## config.mk

```make
export PLATFORM = sky130hd
export DESIGN_NAME = lpht_mod
export DESIGN_NICKNAME = d
export VERILOG_FILES = /design/src/rtl/core/linear_probe_hash_table_unit_macros.svh /design/src/rtl/core/lpht_pkg.sv /design/src/rtl/core/lpht_mod.sv
export SDC_FILE = /design/constraint.sdc
export NUM_CORES = 1
export LEC_CHECK = 0
export BUFFER_PORTS_ARGS = -buffer_cell sky130_fd_sc_hd__buf_2
export CAP_MARGIN = 25
export CORE_UTILIZATION = 49
export DETAILED_ROUTE_END_ITERATION = 6
export GPL_TIMING_DRIVEN = 0
export PLACE_DENSITY_LB_ADDON = 0.3
export SYNTH_ARGS = -nofsm -noshare
export SYNTH_HDL_FRONTEND = slang
export SYNTH_SLANG_ARGS = --single-unit
```

## constraint.sdc

```tcl
create_clock -name aclk -period 2.2 [get_ports aclk]
set_input_delay 0.11 -clock aclk [delete_from_list [all_inputs] [get_ports aclk]]
set_output_delay 0.11 -clock aclk [all_outputs]
set_load 0.03 [all_outputs]
```

## src/rtl/core/linear_probe_hash_table_unit_macros.svh

```systemverilog
// Assertion helpers for the hash table RTL.
`ifndef LINEAR_PROBE_HASH_TABLE_UNIT_MACROS_SVH
`define LINEAR_PROBE_HASH_TABLE_UNIT_MACROS_SVH

// Same-cycle implication, checked on every rising clock edge out of reset.
`define LPHT_ASSERT_IMPL(lbl, clk, rstn, ante, cons, msg) \
    lbl: assert property (@(posedge clk) disable iff (!rstn) (ante) |-> (cons)) \
        else $error(msg);

// Next-cycle implication.
`define LPHT_ASSERT_NEXT(lbl, clk, rstn, ante, cons, msg) \
    lbl: assert property (@(posedge clk) disable iff (!rstn) (ante) |=> (cons)) \
        else $error(msg);

`endif

```

## src/rtl/core/lpht_pkg.sv

```systemverilog
package lpht_pkg;

    // Fixed field widths of the stream beats and the config register.
    localparam int OP_W      = 2;
    localparam int STATUS_W  = 2;
    localparam int SLOT_W    = 8;
    localparam int ENTRIES_W = 9;
    localparam int CFG_W     = 9;

    typedef enum logic [OP_W-1:0] {
        OP_LOOKUP = 2'd0,
        OP_INSERT = 2'd1,
        OP_REMOVE = 2'd2,
        OP_NONE   = 2'd3
    } op_t;

    localparam logic [STATUS_W-1:0] STATUS_OK       = 2'd0;
    localparam logic [STATUS_W-1:0] STATUS_MISSING  = 2'd1;
    localparam logic [STATUS_W-1:0] STATUS_FULL     = 2'd2;
    localparam logic [STATUS_W-1:0] STATUS_RESERVED = 2'd3;

    typedef enum logic [2:0] {
        ST_CLEAR,
        ST_IDLE,
        ST_HASH,
        ST_PROBE,
        ST_DONE
    } state_t;

    // Status of the bit-serial remainder unit.
    typedef struct packed {
        logic busy;
        logic done;
    } mod_stat_t;

endpackage

```

## src/rtl/core/lpht_mod.sv

```systemverilog
// Restoring remainder, one dividend bit per cycle.
module lpht_mod
    import lpht_pkg::*;
#(
    parameter int DIVIDEND_W = 32,
    parameter int DIVISOR_W  = 9
) (
    input  logic                  aclk,
    input  logic                  aresetn,
    input  logic                  start,
    input  logic [DIVIDEND_W-1:0] dividend,
    input  logic [DIVISOR_W-1:0]  divisor,   // nonzero
    output mod_stat_t             stat,
    output logic [DIVISOR_W-1:0]  remainder
);

    localparam int CNT_W = $clog2(DIVIDEND_W + 1);

    logic [DIVIDEND_W-1:0] dvd_reg, dvd_next;
    logic [DIVISOR_W-1:0]  div_reg, div_next;
    logic [DIVISOR_W-1:0]  rem_reg, rem_next;
    logic [CNT_W-1:0]      cnt_reg, cnt_next;
    logic                  busy_reg, busy_next;
    logic                  done_reg, done_next;

    logic [DIVISOR_W:0]    trial;
    logic [DIVISOR_W:0]    trial_sub;
    logic [DIVISOR_W-1:0]  rem_step;

    always_comb begin
        trial     = {rem_reg, dvd_reg[DIVIDEND_W-1]};
        trial_sub = trial - {1'b0, div_reg};
        // trial < 2 * divisor, so the difference fits the divisor width
        if (trial >= {1'b0, div_reg}) begin
            rem_step = trial_sub[DIVISOR_W-1:0];
        end else begin
            rem_step = trial[DIVISOR_W-1:0];
        end
    end

    always_comb begin
        dvd_next  = dvd_reg;
        div_next  = div_reg;
        rem_next  = rem_reg;
        cnt_next  = cnt_reg;
        busy_next = busy_reg;
        done_next = 1'b0;
        if (start) begin
            dvd_next  = dividend;
            div_next  = divisor;
            rem_next  = '0;
            cnt_next  = CNT_W'(DIVIDEND_W);
            busy_next = 1'b1;
        end else if (busy_reg) begin
            dvd_next = dvd_reg << 1;
            rem_next = rem_step;
            cnt_next = cnt_reg - 1'b1;
            if (cnt_reg == CNT_W'(1)) begin
                busy_next = 1'b0;
                done_next = 1'b1;
            end
        end
    end

    always_ff @(posedge aclk) begin
        dvd_reg <= dvd_next;
        div_reg <= div_next;
        rem_reg <= rem_next;
        cnt_reg <= cnt_next;
        if (!aresetn) begin
            busy_reg <= 1'b0;
            done_reg <= 1'b0;
        end else begin
            busy_reg <= busy_next;
            done_reg <= done_next;
        end
    end

    assign stat.busy = busy_reg;
    assign stat.done = done_reg;
    assign remainder = rem_reg;

endmodule

```

# ---- Yosys cells after proc, flatten, opt, wreduce, memory -nomap -nowiden
# Index checks and enable logic that the tools add are counted.
dict set report word_totals {
  regBits 58
  in_bits 44
}
dict set report op_classes {
  n_addsub 2
  n_lt_le_gt_ge 1
  eq_ne 1
  muxes 7
  n_bitwise 2
  reduce_logical 2
}
# op n
set op_table {}
lappend op_table {{32-bit two-way mux} 2}
lappend op_table {{10-bit by 9-bit greater-or-equal comparator with 1-bit output} 1}
lappend op_table {{9-bit two-way mux} 1}
lappend op_table {{9-bit subtractor} 1}
lappend op_table {{6-bit by 1-bit == test with 1-bit output, second input constant} 1}
lappend op_table {{6-bit by 1-bit subtractor with 6-bit output, second input constant} 1}
lappend op_table {{1-bit two-way mux} 4}
lappend op_table {{3-bit OR reduction} 1}
lappend op_table {{1-bit NOT} 2}
lappend op_table {{2-bit nonzero test} 1}

# ---- Logic depth before layout (Yosys ltp)
# Gate-level depths: netlist (run 1).
dict set report depth {
  depth_word 4
  depth_mapped 10
}

# ---- Worst setup path after synthesis (run 1)
# OpenSTA, ideal clock, no wires.
dict set report synth_path {
  path_type {flip-flop to flip-flop}
  from {register dvd_reg[31]}
  to {register rem_reg[0], in the netlist remainder[0]}
  t_arrival_ns 2.165
  setup_slack_ns -0.051
  path_stages_with_launch 10
  path_buffers 0
  period_less_slack_ns 2.251
  path_cell_list {edfxtp_1 > inv_1 > ha_1 > inv_1 > fa_1 > a21oi_1 > a211oi_1 > nor3_2 > mux2_2 > a211oi_1}
}
dict set report synth_via {
  elab_chain_cells 2
  elab_cells_between_ends 3
}
# element line
set synth_rtl {}
lappend synth_rtl {{start, declared} lpht_mod.sv:19} ;# logic [DIVIDEND_W-1:0] dvd_reg, dvd_next;
lappend synth_rtl {{start signal, assigned} lpht_mod.sv:66} ;# dvd_reg <= dvd_next;
lappend synth_rtl {{9-bit subtractor / 10-bit by 9-bit greater-or-equal comparator with 1-bit output (equally long branches)} {lpht_mod.sv:32, lpht_mod.sv:34}}
lappend synth_rtl {{9-bit two-way mux (*)} lpht_mod.sv:34} ;# if (trial >= {1'b0, div_reg}) begin
lappend synth_rtl {{end signal, assigned} lpht_mod.sv:68} ;# rem_reg <= rem_next;
lappend synth_rtl {{end, declared} lpht_mod.sv:21} ;# logic [DIVISOR_W-1:0] rem_reg, rem_next;
# Mark *: on every way between the ends. The rest lies on a longest branch, timed or not.
# A chain may end at the register's enable or synchronous reset.

# ---- Worst setup path in the final report (run 1)
dict set report layout_path {
  from {register dvd_reg[31]}
  to {register rem_reg[3], in the netlist remainder[3]}
}
# Same word-level chain as after synthesis.

==> results of run 1 <==
[stage by stage]
stage	cell area, sq um	power, mW
final	3590	2.95
after global routing	3590	3.08
after global placement	3190	1.88
after CTS	3510	2.91
after floorplan	2830	1.75
after detailed placement	3190	1.90
[kinds of logic after synthesis]
family                     after synthesis
xor gates and xnor gates                 9
adders and majority gates               12
DFF                                     58
and+or+nand+nor                         51
AOI/OAI and AO/OA                       33
muxes                                   36
buffers and inverters                   27
[worst register-to-register path: cells and delay by family, from the launching register on]
kind / cells / cell delay [ns]
adders and majority gates: 2 / 0.52
AOI/OAI and AO/OA: 3 / 0.37
buffers and inverters: 3 / 0.30
muxes: 1 / 0.24
DFF: 1 / 0.38
and+or+nand+nor: 1 / 0.29
[metal layers]
layer | share of wire | track usage | routed length, um | up-vias
li1 | - | - | - | 988
met1 | 0.41 | 0.249 | 2450 | 976
met2 | 0.51 | 0.327 | 3010 | 68
met3 | 0.060 | 0.0694 | 356 | 13
met5 | 0 | 0 | 0 | -
met4 | 0.016 | 0.0944 | 94 | 0
[placed cells by master, fill, tap and decap left out, types with 3 or more instances in the layout]
cell,netlist,final
nor2_1,21,21
a21oi_1,8,6
dlygate4sd3_1,0,10
buf_4,2,7
edfxtp_1,41,41
a211oi_1,8,6
clkinv_2,0,3
xor2_1,4,4
dfxtp_1,17,17
nand2_1,8,8
mux2_2,32,31
clkbuf_8,0,9
buf_2,1,54
clkbuf_1,8,8
inv_1,15,13
ha_1,11,8
xnor2_1,5,5
mux2i_1,4,4
[report_power, final]
part           internal (mW)  switching [mW]  total [mW]  leakage, nW
clock                  0.520           0.452       0.972       0.0954
combinational          0.297           0.325       0.623        0.853
sequential              1.29          0.0592        1.35        0.551
[final timing paths]
path / cells after the start / slack [ns] / to
max: 10 / -0.006 / remainder[3]
min: 2 / 0.06 / dvd_reg[0]
max reg2reg: 10 / -0.006 / remainder[3]
min reg2reg: 2 / 0.51 / cnt_reg[1]
[cell type report]
type,count,share of cell area
buffer,12,0.0178
clock buffer,9,0.0345
clock inverter,7,0.0192
inverter,15,0.0157
multi-input combinational,141,0.337
sequential,58,0.437
tap,72,0.0251
timing repair buffer,69,0.114
[timing repair]
| action | 4_1_cts | 5_1_grt |
|---|---|---|
| gates cloned | 0 | 1 |
| gates resized for setup | 3 | 16 |
| setup buffers | 2 | 2 |
| endpoints found under the hold margin | 10 | 0 |
| pin swaps | 2 | 11 |
| hold buffers | 10 | 0 |
| setup endpoints to repair | 8 | 8 |
==> summary.txt, run 1 <==
Finish
  – Storage cell area: between 0.0015 and 0.002 sq mm
  – Layout cells sized above 1: 0.418
  – Final Net Count: roughly 360
  – Layout Cells excl Fill: roughly 380
  – # diodes: 0
  – Util after Layout: 0.649
  – Max reg flops: 32
  – P&R area growth vs syn: 27.1%
  – Fill cells: 432
  – Multi-input gate area: roughly 0.0012 sq mm

Clock network
  – H-tree Lvls: 3
  – Reg clk slew, reported paths: about 0.07 ns
  – Root Driver: clkbuf_8
  – Sink Count: a little under 60
  – Num CTS Buffers: 9
  – CTS tree: done
  – Clock tree buffer depth: 2
  – Clock Latency Late Sink: roughly 0.34 ns

Drt
  – Vias post-DR: between 2000 and 2500
  – Average wire per standard cell: ~15 um
  – Pre-Repair DR Iteration Count: 5
  – Iter 0 DRT Violations: 83
  – WL final: ~5.9 mm
  – ANT nets after route: 0
  – DRC violations left: 0
  – Vias/cell: 5.34

GRT
  – All-Layer GR Usage: 0.205
  – Initial antenna violation count: 0
  – First-pass GRT wire length: around 9 mm
  – Grt ovf: 0
  – Vias in the first global route: just under 2000
  – Pin count of the biggest net entering global routing: 34

Worst setup path
  – RR Startpoint: dvd_reg[31]
  – Crit path cell chain: inv_2, ha_4, inv_2, fa_2, a21oi_4, a211oi_4, nor3_4, buf_6, mux2i_1, a211oi_1
  – CP max FO: 5
  – CP arrival: between 2 and 2.5 ns
  – CP max stage delay: 0.39 ns
  – CP Launch Type: flop
  – Critical path class: reg2reg
  – Buf/Inv on CP: 3
  – Crit. Startpoint: dvd_reg[31]
  – Worst path top cell family by delay: adder cells
  – Most used cell, CP: inv_2
  – Slowest-stage cell, CP: fa_2
  – Required time worst endpoint: roughly 2.4 ns
  – Setup crit end kind: flop

Yosys
  – Synth area leader: edfxtp_1
  – Synthesis-stage register bit count: between 50 and 60
  – Post-synth ARST share: 0
  – Post-synth EDFFs: 41
  – Synthesized instance count: between 200 and 250
  – Synthesized area: between 0.002 and 0.003 sq mm
  – Synth cell count leaders: 41 x edfxtp_1, 32 x mux2_2, 21 x nor2_1
  – Compound-gate portion of the synthesized area: 0.0850
  – Mapped Nets: ~280
  – Simple-Gate Fraction of Synth Area: 0.0925
  – Largest family of logic cells by synthesized area: multiplexers
  – Synth Warn #: 0
  – Most common cell in the netlist: edfxtp_1
  – Synth unique cells: 46
  – Mean area per synthesized cell: 12.5 sq um
  – Post-synthesis adder-cell area fraction: 0.0558
  – Sequential cell area fraction in the yosys report: 0.556
  – Synth area leaders: edfxtp_1 44%, mux2_2 13%, dfxtp_1 12%, ha_1 4.9%, nor2_1 2.8%
  – Multiplexer share of the synthesized area: 0.142
  – Predominant post-synthesis flop cell: edfxtp_1
  – Synth top area share: 0.435
  – Synth Area in XOR/XNOR: 0.0279

Timing
  – Final hold vios: 0
  – Max Slew Vio Count: 0
  – Final setup violation count: 1
  – FMAX: ~0.45 GHz
  – Tcrit/Tclk final: 1.00
  – Worst slew pin tran: 0.774 ns
  – Final worst path period need: between 2 and 2.5 ns
  – RSZ-0062 raised after global routing: yes
  – Setup WS post-layout: -0.00648 ns
  – Hold_ws: between 0.05 and 0.06 ns
  – Sum Neg Setup Slack: -0.00648 ns
  – Normalized max-slew margin: 0.484
  – Final Skew: between 0.008 and 0.009 ns

Pwr
  – Leak: ~1.5 nW
  – Worst VDD drop: around 560 uV
  – PD cells: 820 mW/mm^2

Status
  – Failing checks: setup timing
  – Status: finished with violations

Die
  – Die width: around 80 um
  – Starting Density: 0.510
  – Die Span Y: 78.0 um
  – Die area: 0.00608 sq mm
  – FP Rows: 27
  – Io pins: 55
  – Core area: approximately 0.0055 sq mm

Placed design
  – Port-buffer cells: 54
  – HPWL Detailed: 3.82 mm
  – GPL Wtd Cong: around 0.75
  – Setup WS pre-CTS: -0.233 ns
  – DP Cell Count: between 300 and 400

Min path
  – Min-delay worst type: in2reg
  – Hold Startpoint: dividend[0]

Job
  – Max cap viols: 0
(Power assumes the default switching activity.)
==> inputs of run 2 (changes only) <==
--- a/config.mk
+++ b/config.mk
@@ -10,6 +10,7 @@
 export CORE_UTILIZATION = 49
 export DETAILED_ROUTE_END_ITERATION = 6
 export GPL_TIMING_DRIVEN = 0
+export HOLD_SLACK_MARGIN = 0.08
 export PLACE_DENSITY_LB_ADDON = 0.3
 export SYNTH_ARGS = -nofsm -noshare
 export SYNTH_HDL_FRONTEND = slang
==> run 2 against run 1 <==
  * The run now ends clean
  * Non-clock buffer count increased by 28
  * Design area increased by 7.8%
  * Clock power increased by 0.8%
  * Die area unchanged
  * Register-to-register slack improved by 0.03 ns
  * Power increased by 1.6%
  * Largest cell class unchanged
==> summary.txt, run 2 (same netlist as run 1, synthesis figures left out) <==
Clock network
  – H-tree Lvls: 3
  – Sink Count: 58
  – Clock Latency Late Sink: approximately 0.34 ns
  – Reg clk slew, reported paths: about 0.07 ns
  – Clock tree buffer depth: 2
  – Root Driver: clkbuf_8
  – Num CTS Buffers: 9
  – CTS tree: done

Finish
  – Multi-input gate area: approximately 0.0012 sq mm
  – Most frequent cells in the layout: 54 x buf_2, 41 x edfxtp_1, 38 x dlygate4sd3_1
  – Storage cell area: approximately 0.0016 sq mm
  – Post-route cell area: a little under 0.004 sq mm
  – # diodes: 0
  – Util after Layout: 0.699
  – Final Net Count: 390
  – Fill cells: between 300 and 400
  – Max reg flops: 32
  – Most common cell after layout, fill and taps aside: buf_2
  – P&R area growth vs syn: 37.0%
  – Layout cells sized above 1: 0.383
  – Layout Cells excl Fill: 411

Placed design
  – HPWL Detailed: around 3.8 mm
  – Port-buffer cells: between 50 and 60
  – GPL Wtd Cong: approximately 0.75
  – DP Cell Count: around 350
  – Placed instance area: between 0.003 and 0.004 sq mm

Drt
  – Average wire per standard cell: 15.1 um
  – WL final: between 6 and 7 mm
  – Vias/cell: about 5.2
  – DRC violations left: 0
  – Pre-Repair DR Iteration Count: 4
  – Iter 0 DRT Violations: between 80 and 90
  – ANT nets after route: 0
  – Vias post-DR: roughly 2100

Job
  – Max cap viols: 0

Min path
  – Min-delay worst type: in2reg

Die
  – FP Rows: 27
  – Die width: around 78 um
  – Core area: 0.00554 sq mm
  – Die area: 0.00608 sq mm
  – Io pins: 55
  – Die Span Y: about 78 um
  – Starting Density: 0.510

Worst setup path
  – Required time worst endpoint: between 2 and 2.5 ns
  – CP Launch Type: flop
  – CP arrival: about 2.4 ns
  – Critical path class: reg2reg
  – CP max FO: 5
  – Setup crit end kind: flop

Timing
  – Worst slew pin tran: 0.757 ns
  – Final Skew: slightly above 0.008 ns
  – Max Slew Vio Count: 0
  – RSZ-0062 raised after global routing: yes
  – Sum Neg Setup Slack: 0 ns
  – Tcrit/Tclk final: 0.989
  – FMAX: approximately 0.46 GHz
  – Final setup violation count: 0
  – Final worst path period need: ~2.2 ns
  – Final hold vios: 0
  – Hold_ws: 0.0834 ns
  – Normalized max-slew margin: 0.495

GRT
  – Pin count of the biggest net entering global routing: 34
  – All-Layer GR Usage: 0.217
  – Initial antenna violation count: 0
  – Grt ovf: 0
  – First-pass GRT wire length: ~9.7 mm
  – Vias in the first global route: ~2100

Pwr
  – PD cells: approximately 770 mW/mm^2
  – Leak: roughly 1.6 nW
  – Worst VDD drop: a little under 600 uV

Status
  – Status: finished clean
-- run 2: timing repair --
action                                  4_1_cts  5_1_grt
hold endpoints to repair                     37        2
hold buffers                                 36        2
setup buffers                                 2        2
cloned                                        0        1
resized for setup                             3       16
pin swaps                                     2        9
endpoints found under the setup margin        8        8
-- run 2: path summary, 6_finish.rpt --
kind | slack [ns] | start | cells after the start | end
worst min register to register | 0.51 | cnt_reg[1] | 2 | cnt_reg[1]
worst min-delay path | 0.08 | dividend[26] | 2 | dvd_reg[26]
worst max-delay path | 0.02 | dvd_reg[31] | 10 | remainder[3]
worst max register to register | 0.02 | dvd_reg[31] | 10 | remainder[3]
-- run 2: through the flow --
stage	power, mW	worst slack, ns
4_1_cts	2.95	0.00422
3_3_place_gp	1.88	-0.192
3_5_place_dp	1.90	-0.233
5_1_grt	3.12	-0.0873
2_1_floorplan	1.75	0.00608
6_report	3.00	0.0246
-- run 2: layer usage --
metal | track usage | routed length, um | vias to the layer above
met1 | 0.262 | 2610 | 1027
met4 | 0.0981 | 110 | 0
met5 | 0 | 0 | -
met3 | 0.0718 | 283 | 15
met2 | 0.352 | 3190 | 59
li1 | - | - | 1046
-- run 2: area by class of cell --
cell class	count	share of cell area
Multi-Input combinational cell	141	0.313
Tap cell	72	0.0233
Inverter	15	0.0145
Sequential cell	58	0.406
Clock buffer	9	0.0320
Buffer	12	0.0165
Clock inverter	7	0.0178
Timing Repair Buffer	97	0.178
-- run 2: power breakdown --
part,switching (mW),internal (mW),total [mW]
Sequential,0.0595,1.29,1.35
Combinational,0.332,0.330,0.661
Clock,0.461,0.520,0.980
-- run 2: worst max-delay path, cell delays in order (launching register included) --
cell,delay (ns)
edfxtp_1,0.37
inv_2,0.09
ha_4,0.13
inv_2,0.03
fa_2,0.39
a21oi_4,0.18
a211oi_4,0.09
nor3_4,0.29
buf_6,0.18
mux2i_1,0.21
a211oi_1,0.09
==> inputs of run 3 (changes only) <==
--- a/config.mk
+++ b/config.mk
@@ -7,7 +7,7 @@
 export LEC_CHECK = 0
 export BUFFER_PORTS_ARGS = -buffer_cell sky130_fd_sc_hd__buf_2
 export CAP_MARGIN = 25
-export CORE_UTILIZATION = 49
+export CORE_UTILIZATION = 55
 export DETAILED_ROUTE_END_ITERATION = 6
 export GPL_TIMING_DRIVEN = 0
 export HOLD_SLACK_MARGIN = 0.08
==> constraint.sdc (replaced) <==
create_clock -name aclk -period 2.52 [get_ports aclk]
set_input_delay 0.126 -clock aclk [delete_from_list [all_inputs] [get_ports aclk]]
set_output_delay 0.126 -clock aclk [all_outputs]
set_load 0.03 [all_outputs]
==> run 3 against run 2 <==
  * Cell count shrank 7.3%
  * First-iteration DRC count is 17% higher
  * Critical path depth is the same
  * Clock skew decreased by 0.0025 ns
  * Die area shrank 11%
  * Power fell by 19%
  * Non-clock buffer count shrank 25
  * Critical endpoint is now remainder[0]
==> summary.txt, run 3 (same netlist as run 1, synthesis figures left out) <==
GRT
  – All-Layer GR Usage: 0.221
  – Pin count of the biggest net entering global routing: 34
  – Vias in the first global route: between 1500 and 2000
  – Grt ovf: 0
  – First-pass GRT wire length: 8.58 mm
  – Initial antenna violation count: 0

Drt
  – Vias/cell: roughly 5.3
  – ANT nets after route: 0
  – DRC violations left: 0
  – Vias post-DR: about 2000
  – Iter 0 DRT Violations: between 90 and 100
  – Average wire per standard cell: 14.7 um
  – WL final: 5.59 mm
  – Pre-Repair DR Iteration Count: 4

Pwr
  – Comb pwr share: 0.205
  – Net Sw Frac: 0.278
  – Clk pwr share: 0.308
  – Worst VDD drop: about 460 uV
  – PD cells: just under 700 mW/mm^2
  – Sw Pwr: between 0.6 and 0.7 mW
  – Leak: ~1.5 nW
  – Internal power component: ~1.7 mW
  – Reg power frac: 0.487

Die
  – Core area: 0.00485 sq mm
  – Die width: about 74 um
  – Die area: 0.00543 sq mm
  – Die Span Y: ~74 um
  – Io pins: 55
  – FP Rows: 25
  – Starting Density: 0.583

Clock network
  – Reg clk slew, reported paths: roughly 0.07 ns
  – H-tree Lvls: 3
  – Root Driver: clkbuf_8
  – CTS tree: done
  – Clock tree buffer depth: 2
  – Clock Latency Late Sink: ~0.34 ns
  – Sink Count: 58
  – Num CTS Buffers: 9

Worst setup path
  – Critical path class: reg2reg
  – Required time worst endpoint: between 2 and 3 ns
  – CP Launch Type: flop
  – CP max FO: 4
  – Worst Reg-to-Reg Cells: 10
  – R2R Path End: remainder[0]
  – RR Startpoint: dvd_reg[31]
  – Setup crit end kind: flop
  – Worst Setup EP: remainder[0]
  – Crit path cell chain: inv_1, ha_1, inv_1, fa_1, a21oi_2, a211oi_1, nor3_2, buf_4, mux2_2, a211oi_1
  – CP max stage delay: approximately 0.4 ns
  – Slowest-stage cell, CP: fa_1
  – CP arrival: 2.59 ns
  – Crit. Startpoint: dvd_reg[31]
  – Setup slack, reg-to-reg: around 0.18 ns

Finish
  – Final Net Count: approximately 370
  – Max reg flops: 32
  – Layout Cells excl Fill: 381
  – Layout cells sized above 1: 0.369
  – # diodes: 0
  – P&R area growth vs syn: 24.8%
  – Most common cell after layout, fill and taps aside: buf_2
  – Most frequent cells in the layout: 55 x buf_2, 41 x edfxtp_1, 32 x mux2_2

Job
  – Max cap viols: 0

Timing
  – RSZ-0062 raised after global routing: no
  – Final Skew: approximately 0.0057 ns
  – Final hold vios: 0
  – Worst slew pin tran: 0.762 ns
  – Final worst path period need: 2.34 ns
  – Tcrit/Tclk final: 0.928
  – Max Slew Vio Count: 0
  – Normalized max-slew margin: 0.492
  – Final setup violation count: 0
  – Setup WS post-layout: approximately 0.18 ns
  – FMAX: between 0.4 and 0.5 GHz

Placed design
  – GPL Wtd Cong: ~0.8
  – Port-buffer cells: 54
  – DP Cell Count: 347
  – HPWL Detailed: between 3 and 4 mm
  – Setup WS pre-CTS: -0.0166 ns

Min path
  – Min-delay worst type: in2reg

Status
  – Status: finished clean
## run 3: worst min-delay path by stage
| stage | slack, ns | endpoint | cells past startpoint | from |
|---|---|---|---|---|
| 2_1_floorplan | 0.22 | div_reg[0] | 0 | divisor[0] |
| 3_3_place_gp | 0.30 | div_reg[4] | 1 | divisor[4] |
| 3_5_place_dp | 0.30 | div_reg[3] | 1 | divisor[3] |
| 4_1_cts | 0.08 | dvd_reg[19] | 2 | dividend[19] |
| 5_1_grt | 0.08 | dvd_reg[9] | 2 | dividend[9] |
| 6_report | 0.09 | dvd_reg[25] | 2 | dividend[25] |
## run 3: repair_timing
| action | CTS | global route |
|---|---|---|
| gates resized for setup | 0 | 1 |
| hold buffers | 15 | 0 |
| pin swaps | 1 | 2 |
| endpoints found under the hold margin | 16 | 0 |
| endpoints found under the setup margin | 1 | 7 |
| buffers inserted | 0 | 3 |
## run 3: critical path: cells and delay by family (launching register included)
| kind | cells | cell delay, ns |
|---|---|---|
| flops | 1 | 0.36 |
| fa+ha+maj | 2 | 0.57 |
| mux | 1 | 0.34 |
| buf+inv | 3 | 0.30 |
| compound gates | 3 | 0.53 |
| simple gates | 1 | 0.17 |
## run 3: stage by stage
| step | hold slack [ns] | setup TNS (ns) | utilization | area [sq um] | power, mW |
|---|---|---|---|---|---|
| 6_report | 0.0906 | 0 | 0.728 | 3530 | 2.42 |
| 5_1_grt | 0.0818 | 0 | 0.728 | 3530 | 2.53 |
| 4_1_cts | 0.0803 | 0 | 0.723 | 3500 | 2.42 |
| 3_5_place_dp | 0.304 | -0.0166 | 0.656 | 3180 | 1.66 |
| 3_3_place_gp | 0.302 | 0 | 0.656 | 3180 | 1.64 |
| 2_1_floorplan | 0.225 | 0 | - | 2830 | 1.53 |
## run 3: metal layers
metal  vias to the layer above  track usage  share of wire
li1                        993            -              -
met1                       970        0.278           0.43
met2                        43        0.357           0.51
met3                         8       0.0727          0.044
met4                         0       0.0791          0.012
met5                         -            0              0
## run 3: power groups by stage
| stage | Sequential (mW) | Combinational, mW | Clock (mW) |
|---|---|---|---|
| 2_1_floorplan | 1.21 | 0.317 | 0 |
| 3_3_place_gp | 1.20 | 0.442 | 0 |
| 3_5_place_dp | 1.20 | 0.458 | 0 |
| 4_1_cts | 1.18 | 0.479 | 0.761 |
| 5_1_grt | 1.19 | 0.545 | 0.795 |
| 6_report | 1.18 | 0.497 | 0.746 |
## run 3: cell type report
cell class              count  area (sq um)
multi-input cells         141          1140
clock inverters             5          30.0
flip-flops and latches     58          1570
fillers                   354          1320
well taps                  67          83.8
inverters                  15          56.3
clock buffers              11           141
plain buffers              12          61.3
repair buffers             72           443
